$ cat config.mk
export PLATFORM = sky130hd
export DESIGN_NAME = graph_dfs_reachability
export DESIGN_NICKNAME = d
export VERILOG_FILES = /design/src/hdl/gdr_pkg.sv /design/src/hdl/gdr_ctrl.sv /design/src/hdl/gdr_datapath.sv /design/src/hdl/graph_dfs_reachability.sv
export SDC_FILE = /design/constraint.sdc
export NUM_CORES = 1
export LEC_CHECK = 0
export ABC_AREA = 1
export BUFFER_PORTS_ARGS = -buffer_cell sky130_fd_sc_hd__buf_4
export CAP_MARGIN = 20
export CORE_ASPECT_RATIO = 1.5
export CORE_MARGIN = 3
export CORE_UTILIZATION = 60
export CTS_CLUSTER_SIZE = 16
export DETAILED_ROUTE_END_ITERATION = 10
export MAX_ROUTING_LAYER = met4
export PLACE_DENSITY = 0.86
export SKIP_LAST_GASP = 1
export SYNTH_ARGS = -nofsm -noshare
export SYNTH_HDL_FRONTEND = slang
export SYNTH_SLANG_ARGS = --single-unit
export TNS_END_PERCENT = 100
$ cat constraint.sdc
create_clock -name clk -period 4 [get_ports clk]
set_input_delay 1.2 -clock clk [delete_from_list [all_inputs] [get_ports clk]]
set_output_delay 1.2 -clock clk [all_outputs]
set_load 0.005 [all_outputs]
$ cat src/hdl/gdr_pkg.sv
// ----------------------------------------------------------------------------
// gdr_pkg
// Command and status bundles shared by the reachability controller and
// datapath.
// ----------------------------------------------------------------------------
package gdr_pkg;

    localparam logic ACT_ADD   = 1'b0;
    localparam logic ACT_QUERY = 1'b1;

    typedef struct packed {
        logic capture;
        logic adj_rd_from;
        logic adj_rd_node;
        logic adj_write;
        logic start;
        logic pop;
        logic load_fresh;
        logic push;
        logic out_load;
        logic out_value;
    } gdr_cmd_t;

    typedef struct packed {
        logic ok;
        logic stack_empty;
        logic top_is_dst;
        logic fresh_empty;
        logic out_free;
    } gdr_sts_t;

endpackage

$ cat src/hdl/gdr_ctrl.sv
// ----------------------------------------------------------------------------
// gdr_ctrl
// Sequencer for edge insertion and depth-first reachability search.
// ----------------------------------------------------------------------------
module gdr_ctrl
    import gdr_pkg::*;
(
    input  logic     clk,
    input  logic     rst_n,
    input  logic     in_valid,
    input  logic     action,
    output logic     in_stall,
    input  gdr_sts_t sts,
    output gdr_cmd_t cmd
);

    typedef enum logic [3:0] {
        ST_IDLE,
        ST_ADD_RD,
        ST_ADD_WR,
        ST_Q_START,
        ST_POP,
        ST_NODE,
        ST_FETCH,
        ST_PUSH,
        ST_FINISH
    } state_t;

    state_t state_reg, state_next;
    logic   found_reg, found_next;

    assign in_stall = (state_reg != ST_IDLE);

    always_comb
    begin
        state_next = state_reg;
        found_next = found_reg;
        cmd        = '0;
        unique case (state_reg)
            ST_IDLE:
            begin
                if (in_valid)
                begin
                    cmd.capture = 1'b1;
                    state_next  = (action == ACT_QUERY) ? ST_Q_START : ST_ADD_RD;
                end
            end
            ST_ADD_RD:
            begin
                if (sts.ok)
                begin
                    cmd.adj_rd_from = 1'b1;
                    state_next      = ST_ADD_WR;
                end
                else
                begin
                    state_next = ST_IDLE;
                end
            end
            ST_ADD_WR:
            begin
                cmd.adj_write = 1'b1;
                state_next    = ST_IDLE;
            end
            ST_Q_START:
            begin
                if (sts.ok)
                begin
                    cmd.start  = 1'b1;
                    state_next = ST_POP;
                end
                else
                begin
                    found_next = 1'b0;
                    state_next = ST_FINISH;
                end
            end
            ST_POP:
            begin
                if (sts.stack_empty)
                begin
                    found_next = 1'b0;
                    state_next = ST_FINISH;
                end
                else
                begin
                    cmd.pop    = 1'b1;
                    state_next = ST_NODE;
                end
            end
            ST_NODE:
            begin
                if (sts.top_is_dst)
                begin
                    found_next = 1'b1;
                    state_next = ST_FINISH;
                end
                else
                begin
                    cmd.adj_rd_node = 1'b1;
                    state_next      = ST_FETCH;
                end
            end
            ST_FETCH:
            begin
                cmd.load_fresh = 1'b1;
                state_next     = ST_PUSH;
            end
            ST_PUSH:
            begin
                if (sts.fresh_empty)
                begin
                    state_next = ST_POP;
                end
                else
                begin
                    cmd.push = 1'b1;
                end
            end
            ST_FINISH:
            begin
                if (sts.out_free)
                begin
                    cmd.out_load  = 1'b1;
                    cmd.out_value = found_reg;
                    state_next    = ST_IDLE;
                end
            end
            default:
            begin
                state_next = ST_IDLE;
            end
        endcase
    end

    always_ff @(posedge clk or negedge rst_n)
    begin
        if (!rst_n)
        begin
            state_reg <= ST_IDLE;
            found_reg <= 1'b0;
        end
        else
        begin
            state_reg <= state_next;
            found_reg <= found_next;
        end
    end

endmodule

$ cat src/hdl/gdr_datapath.sv
// ----------------------------------------------------------------------------
// gdr_datapath
// Adjacency memory, search stack, visited set and result register.
// ----------------------------------------------------------------------------
module gdr_datapath
    import gdr_pkg::*;
#(
    parameter int NODES = 16
)
(
    input  logic       clk,
    input  logic       rst_n,
    input  logic [3:0] from_node,
    input  logic [3:0] to_node,
    input  gdr_cmd_t   cmd,
    output gdr_sts_t   sts,
    input  logic       out_stall,
    output logic       out_valid,
    output logic       path_found
);

    localparam int IW = (NODES > 1) ? $clog2(NODES) : 1;
    localparam int DW = $clog2(NODES + 1);
    localparam logic [NODES-1:0] ONE = NODES'(1);

    logic [NODES-1:0] adj_mem [NODES];
    logic [NODES-1:0] adj_vld_reg;
    logic [NODES-1:0] adj_q;
    logic             adj_vld_q;
    logic [IW-1:0]    stack_mem [NODES];
    logic [IW-1:0]    stack_q;
    logic [DW-1:0]    depth_reg;
    logic [DW-1:0]    depth_m1;
    logic [NODES-1:0] visited_reg;
    logic [NODES-1:0] fresh_reg;
    logic [IW-1:0]    from_reg;
    logic [IW-1:0]    to_reg;
    logic             ok_reg;
    logic             out_valid_reg;
    logic             path_found_reg;
    logic [NODES-1:0] adj_row;
    logic [NODES-1:0] fresh_low;
    logic [IW-1:0]    fresh_idx;
    logic [IW-1:0]    adj_addr;

    function automatic logic [IW-1:0] low_index(input logic [NODES-1:0] v);
        logic [IW-1:0] idx;
        idx = '0;
        for (int i = 0; i < NODES; i++)
        begin
            if (v[i])
            begin
                idx = idx | IW'(i);
            end
        end
        return idx;
    endfunction

    assign depth_m1  = depth_reg - DW'(1);
    assign adj_row   = adj_vld_q ? adj_q : '0;
    assign fresh_low = fresh_reg & (~fresh_reg + ONE);
    assign fresh_idx = low_index(fresh_low);
    assign adj_addr  = cmd.adj_rd_node ? stack_q : from_reg;

    assign sts.ok          = ok_reg;
    assign sts.stack_empty = (depth_reg == '0);
    assign sts.top_is_dst  = (stack_q == to_reg);
    assign sts.fresh_empty = (fresh_reg == '0);
    assign sts.out_free    = !out_valid_reg || !out_stall;

    assign out_valid  = out_valid_reg;
    assign path_found = path_found_reg;

    always_ff @(posedge clk)
    begin
        if (cmd.capture)
        begin
            from_reg <= IW'(from_node);
            to_reg   <= IW'(to_node);
            ok_reg   <= (32'(from_node) < 32'(NODES)) && (32'(to_node) < 32'(NODES));
        end
        if (cmd.adj_rd_from || cmd.adj_rd_node)
        begin
            adj_q     <= adj_mem[adj_addr];
            adj_vld_q <= adj_vld_reg[adj_addr];
        end
        if (cmd.adj_write)
        begin
            adj_mem[from_reg] <= adj_row | (ONE << to_reg);
        end
        if (cmd.start)
        begin
            stack_mem[0] <= from_reg;
        end
        else if (cmd.push)
        begin
            stack_mem[depth_reg[IW-1:0]] <= fresh_idx;
        end
        if (cmd.pop)
        begin
            stack_q <= stack_mem[depth_m1[IW-1:0]];
        end
        if (cmd.start)
        begin
            visited_reg <= ONE << from_reg;
        end
        else if (cmd.load_fresh)
        begin
            visited_reg <= visited_reg | (adj_row & ~visited_reg);
        end
        if (cmd.load_fresh)
        begin
            fresh_reg <= adj_row & ~visited_reg;
        end
        else if (cmd.push)
        begin
            fresh_reg <= fresh_reg & ~fresh_low;
        end
    end

    always_ff @(posedge clk or negedge rst_n)
    begin
        if (!rst_n)
        begin
            adj_vld_reg    <= '0;
            depth_reg      <= '0;
            out_valid_reg  <= 1'b0;
            path_found_reg <= 1'b0;
        end
        else
        begin
            if (cmd.adj_write)
            begin
                adj_vld_reg[from_reg] <= 1'b1;
            end
            if (cmd.start)
            begin
                depth_reg <= DW'(1);
            end
            else if (cmd.pop)
            begin
                depth_reg <= depth_m1;
            end
            else if (cmd.push)
            begin
                depth_reg <= depth_reg + DW'(1);
            end
            if (cmd.out_load)
            begin
                out_valid_reg  <= 1'b1;
                path_found_reg <= cmd.out_value;
            end
            else if (out_valid_reg && !out_stall)
            begin
                out_valid_reg <= 1'b0;
            end
        end
    end

endmodule

$ cat src/hdl/graph_dfs_reachability.sv
// ----------------------------------------------------------------------------
// graph_dfs_reachability
// Directed-graph reachability: add-edge requests fill an adjacency memory,
// query requests run a depth-first search and return one path_found result.
// ----------------------------------------------------------------------------
// Add-edge request: a row read, then a row write; no result is returned.
// Query: setup, then per node a pop and a destination check; a node that is not
// the destination has its row read and its unvisited neighbours loaded and pushed
// one by one. A miss ends at an empty stack; the result is loaded on return to idle.
// One request in flight; the result register lets the next request enter
// while a result waits. Reset empties the graph at once (row valid bits).
// ----------------------------------------------------------------------------
module graph_dfs_reachability
    import gdr_pkg::*;
#(
    parameter int NODES = 16
)
(
    input  logic       clk,
    input  logic       rst_n,
    input  logic       in_valid,
    output logic       in_stall,
    input  logic       action,
    input  logic [3:0] from_node,
    input  logic [3:0] to_node,
    output logic       out_valid,
    input  logic       out_stall,
    output logic       path_found
);

    gdr_cmd_t cmd;
    gdr_sts_t sts;

    gdr_ctrl u_ctrl (
        .clk      (clk),
        .rst_n    (rst_n),
        .in_valid (in_valid),
        .action   (action),
        .in_stall (in_stall),
        .sts      (sts),
        .cmd      (cmd)
    );

    gdr_datapath #(
        .NODES (NODES)
    ) u_datapath (
        .clk        (clk),
        .rst_n      (rst_n),
        .from_node  (from_node),
        .to_node    (to_node),
        .cmd        (cmd),
        .sts        (sts),
        .out_stall  (out_stall),
        .out_valid  (out_valid),
        .path_found (path_found)
    );

endmodule

==> results.toml, run 1 <==
[status]
status = "complete, no violations"

[final_layout]
nets = 1816
area_delta_synth_final_pct = 10.9
layout_commonest_cell = "edfxtp_1"
top_register = "u_datapath.adj_mem"
layout-drive-gt1-share = 0.0793
layout_common_cells = "381 x edfxtp_1, 350 x nand3_1, 324 x inv_1, 296 x nand2_1, 114 x nor2_1"
largest_reg_flops = 256
reg_top3 = "u_datapath.adj_mem x256, u_datapath.stack_mem x64"

[yosys]
synthCells = 1777
synth_nets = 1792
synth-seq-cells = 409
synth_top_area_frac = 0.625
synth.area.top_cells = "edfxtp_1 63%, nand3_1 9.6%, inv_1 6.6%, nand2_1 6.1%, dfrtp_1 3.8%"
ys.flop_type = "edfxtp_1"
synth_edf_count = 381
yosys.area.top_type = "edfxtp_1"
yosys_warnings = 0
syn_area_per_cell_um2 = 10.3
syn_area_um2 = 18300
yosysSeqAreaShare = 0.664
ys_types = 36
synth-async-reset-ratio = 0.0685

[setup_path]
regToRegStartpoint = "u_datapath.to_reg[3]"
end_kind = "flop"
rr_worst_depth = 11
cp-start-kind = "flop"
r2r-end = "u_datapath.adj_q[14]"
r2r_setup_slack_ns = 0.75
crit_chain = "inv_2, nand2_1, nand2_1, nor2_1, nand2_2, nand2_2, o21ai_2, buf_4, inv_2, nand3_1, nand2_1"
worstPathArrival_ns = 3.53
crit_type = "reg -> reg"
critPathMaxStageDelay_ns = 0.73
cp_common_cell = "nand2_1"
path_max_fanout = 17
slowest_stage = "o21ai_2"
required_ns = 4.28

[timing]
fin_skew_ns = 0.0298
final_hold_viol_count = 0
fin_setup_tns_ns = 0
layout_setup_ws_ns = 0.748
fin_crit_ns = 3.25
slew_headroom = 0.291
clock.fmax_mhz = 308
fin_crit_sh = 0.813
final-setup-viol-count = 0
rsz0062_at_grt = "false"
slew_viol_final = 0
tightest_slew_ns = 1.06

[route]
drt_iter0_drc = 1928
wl_met2_um = 23800
first_pass_iters = 6
wl_met3_um = 5060
route.detailed.drc = 0
via_per_inst = 6.11
ant_nets = 0
routed_wl_um = 47600
top_layer = "met4"
vias = 13600
wirelength_met1_um = 15100
drt-wirelength-per-cell_um = 21.4

[cts]
hold_buffers = 0
tritoncts = "built"
clock_latency_ns = 0.55
htree_num_levels = 2
root_buffer = "clkbuf_16"
numCtsBuffers = 38
ctsResizeCount = 0
postCtsSetupBuffers = 0
clock_path_buffers = 3
cts_sinks = 409
path_clk_slew_ns = 0.06

[power]
ir_worst_vdd_mv = 0.542
leakage_nw = 8.46
power_density_nw_per_um2 = 667

[worst_hold_path]
min_delay_path_depth = 2
hp-class = "reg -> reg"
hp-start = "u_datapath.adj_vld_reg[10]"
holdPathEnd = "u_datapath.adj_vld_reg[10]"

[global_routing]
antenna_found_initial = 1
grt_max_degree = 79
grt_usage = 0.298
overflow = 0
grt_pass1_wl_um = 71800
grt_pass1_vias = 13300

[floorplanning]
core_area_um2 = 29800
start_util = 0.615
rows = 77
fp.dieArea_um2 = 32700
chipWidth_um = 149
fp.dieH_um = 220
ios = 16

[place]
portBuffers = 15
detailedPlacementHpwl_um = 29000
globalplace.congestion = 1.00
dp_slack_ns = 0.921

[run]
maxCapViolations = 0
-- cell type report --
class / count / area (um2)
multi-input combinational: 953 / 4540
inverter: 331 / 1240
sequential: 409 / 12100
timing repair buffer: 68 / 578
tap: 395 / 494
clock inverter: 18 / 295
antenna: 1 / 2.50
fill: 2016 / 9480
clock buffer: 49 / 992
-- kinds of logic (layout without fill, tap and decap cells) --
| group | after synthesis | in the layout | synth area share |
|---|---|---|---|
| flops | 409 | 409 | 0.664 |
| fa+ha+maj | 2 | 2 | 0.00137 |
| mux | 6 | 6 | 0.00335 |
| other cells | 0 | 1 | 0 |
| simple gates | 786 | 786 | 0.188 |
| buf+inv | 415 | 466 | 0.0911 |
| compound gates | 156 | 156 | 0.0512 |
| xor+xnor | 3 | 3 | 0.00144 |
-- metal layers --
metal / global-route usage / vias up
met5: - / -
met4: 0.191 / 0
met3: 0.0475 / 272
met2: 0.503 / 1004
met1: 0.329 / 6311
li1: - / 6004
-- where the power goes --
group | switching (mW) | internal [mW]
clock network | 1.53 | 2.27
registers | 0.225 | 5.59
logic | 2.86 | 1.06
total | 4.61 | 8.92
-- Yosys cell counts (8+ instances only) --
cell      number
o21ai_0      100
clkbuf_1      35
nor3_1         8
o31ai_1       11
inv_1        324
nand3_1      351
edfxtp_1     381
dfrtp_1       28
nor2_1       115
buf_2         30
nand2_1      298
o32ai_1       17
-- per-stage QoR --
step                      hold slack (ns)  power (mW)  std cells  instance area, um2  utilization
after floorplan                     0.427        8.24       1777               18300            -
after global placement              0.439        9.44       2148               18900        0.635
after detailed placement            0.447        9.61       2149               18900        0.636
after CTS                           0.461        13.4       2216               20200        0.679
after global routing                0.497        14.0       2224               20300        0.682
final                               0.457        13.5       2224               20300        0.682
-- critical path: cells and delay by family, from the launching register on --
family / cells / cell delay (ns)
AOI/OAI and AO/OA: 1 / 0.73
buffers and inverters: 3 / 0.74
DFF: 1 / 0.56
and+or+nand+nor: 7 / 0.94
-- worst max-delay path by stage --
stage	start	depth (start not counted)	slack (ns)	end
2_1_floorplan	u_ctrl.state_reg[2]	3	1.63	u_datapath.adj_q[0]
3_3_place_gp	u_datapath.to_reg[3]	11	1.02	u_datapath.adj_q[14]
3_5_place_dp	u_datapath.to_reg[3]	14	0.92	u_datapath.adj_q[14]
4_1_cts	u_datapath.to_reg[3]	14	0.87	u_datapath.adj_q[14]
5_1_grt	u_datapath.to_reg[3]	14	0.54	u_datapath.adj_q[14]
6_report	u_datapath.to_reg[3]	11	0.75	u_datapath.adj_q[14]
Note: power is estimated with default switching activity, not from simulation.
==> run 2: changes to the inputs <==
CORE_UTILIZATION = 57   (was 60)
clock period = 2.9 ns   (was 4 ns; I/O delays follow)
==> run 2 against run 1 <==
Hold slack got worse by 0.21 ns. Register-to-register slack got worse by 0.48 ns. Routed wire length up 1.5%. Non-clock buffer count rose by 23. Highest routed layer unchanged. Global-route usage shrank 1.2 points. Largest power group unchanged. Combinational power grew 36%. Flip-flop and latch count unchanged. Clock skew decreased by 0.0089 ns. Largest cell class unchanged.
==> results.toml, run 2 (synthesis gave the netlist of run 1 again) <==
[floorplanning]
fp.dieH_um = 225
ios = 16
rows = 79
core_area_um2 = 31300
chipWidth_um = 152
fp.dieArea_um2 = 34300
start_util = 0.584

[setup_path]
r2r-end = "u_datapath.adj_q[7]"
regToRegStartpoint = "u_datapath.to_reg[2]"
path_max_fanout = 60
r2r_setup_slack_ns = 0.27
crit_type = "reg -> reg"
cp-start-kind = "flop"
required_ns = 3.19
end_kind = "flop"
worstPathArrival_ns = 2.92
rr_worst_depth = 14

[route]
first_pass_iters = 6
via_per_inst = 5.95
ant_nets = 0
drt_iter0_drc = 1809
vias = 13400
drt-wirelength-per-cell_um = 21.4
routed_wl_um = 48300
route.detailed.drc = 0

[timing]
clock.fmax_mhz = 381
fin_crit_sh = 0.906
tightest_slew_ns = 0.956
fin_skew_ns = 0.0209
slew_viol_final = 0
slew_headroom = 0.356
fin_crit_ns = 2.63
final_hold_viol_count = 0
fin_setup_tns_ns = 0
final-setup-viol-count = 0
rsz0062_at_grt = "false"

[global_routing]
grt_max_degree = 69
grt_pass1_vias = 13300
grt_pass1_wl_um = 73200
antenna_found_initial = 0
grt_usage = 0.286
overflow = 0

[final_layout]
nets = 1838
layout-drive-gt1-share = 0.0994
largest_reg_flops = 256
area_delta_synth_final_pct = 12.0
fill_cells = 2187
top_register = "u_datapath.adj_mem"
reg_top3 = "u_datapath.adj_mem x256, u_datapath.stack_mem x64"
layout_common_cells = "381 x edfxtp_1, 350 x nand3_1, 324 x inv_1, 296 x nand2_1, 102 x nor2_1"
n_antenna_cell = 0
finish.utilization = 0.654
layout_commonest_cell = "edfxtp_1"

[cts]
tritoncts = "built"
path_clk_slew_ns = 0.07
htree_num_levels = 2
postCtsSetupBuffers = 0
clock_latency_ns = 0.55
numCtsBuffers = 37
root_buffer = "clkbuf_16"
hold_buffers = 0
ctsResizeCount = 0
cts_sinks = 409
clock_path_buffers = 3

[power]
power_mw = 18.5
seqPwrFrac = 0.434
p_switching_mw = 6.28
leakage_nw = 8.55
power_density_nw_per_um2 = 904
p_int_mw = 12.2
swShare = 0.339
ir_worst_vdd_mv = 0.662
pwr-share-comb = 0.288
clock_power_share = 0.278

[place]
detailedPlacementHpwl_um = 30500
globalplace.congestion = 0.994
portBuffers = 15

[worst_hold_path]
hp-class = "in -> async"

[run]
maxCapViolations = 0

[status]
status = "complete, no violations"
run 2: how the worst max path moves through the flow:
stage / endpoint / from / slack (ns)
after floorplan: u_datapath.adj_q[0] / u_ctrl.state_reg[2] / 0.53
after global placement: u_datapath.adj_q[6] / u_ctrl.state_reg[3] / 0.38
after detailed placement: u_datapath.adj_q[6] / u_ctrl.state_reg[3] / 0.33
after CTS: in_stall / u_ctrl.state_reg[0] / 0.29
after global routing: u_datapath.adj_q[7] / u_datapath.to_reg[2] / 0.08
final: u_datapath.adj_q[7] / u_datapath.to_reg[2] / 0.27
run 2: final cells by class:
| cell class | count | area (um2) | area share |
|---|---|---|---|
| sequential | 409 | 12100 | 0.593 |
| multi-input combinational | 953 | 4570 | 0.223 |
| inverter | 331 | 1240 | 0.0607 |
| clock buffer | 51 | 1020 | 0.0497 |
| timing repair buffer | 91 | 758 | 0.0370 |
| tap | 405 | 507 | 0.0247 |
| clock inverter | 16 | 244 | 0.0119 |
run 2: critical path, stage by stage, from the launching register on:
cell and delay (ns):
edfxtp_1 0.44, inv_2 0.09, nand2_1 0.06, nand2_1 0.05, nor2_1 0.16, nand2_2 0.12, nand2_2 0.23, nand2_2 0.16
nand2_4 0.21, buf_12 0.29, nand2_1 0.12, nand3_1 0.11, nand3_1 0.09, nand3_1 0.13, nand2_1 0.07
run 2: through the flow:
| step | std cells | hold WS (ns) | instance area [um2] | setup slack (ns) |
|---|---|---|---|---|
| after floorplan | 1777 | 0.427 | 18300 | 0.526 |
| after detailed placement | 2189 | 0.448 | 19200 | 0.330 |
| after CTS | 2256 | 0.250 | 20500 | 0.289 |
| after global routing | 2256 | 0.273 | 20500 | 0.0839 |
| final | 2256 | 0.250 | 20500 | 0.273 |
| after global placement | 2189 | 0.440 | 19200 | 0.384 |
run 2: power by group through the flow:
stage,sequential (mW),clock [mW],combinational [mW]
2_1_floorplan,8.00,0,3.36
3_3_place_gp,8.12,0,5.02
3_5_place_dp,8.13,0,5.19
4_1_cts,8.02,5.16,5.22
5_1_grt,8.07,5.37,5.77
6_report,8.04,5.14,5.33
run 2: metal layers:
layer / GRT usage / vias to the layer above / part of all wire
met5: - / - / 0
met4: 0.194 / 0 / 0.082
met3: 0.0482 / 269 / 0.091
met2: 0.484 / 864 / 0.50
met1: 0.308 / 6238 / 0.32
li1: - / 6045 / -
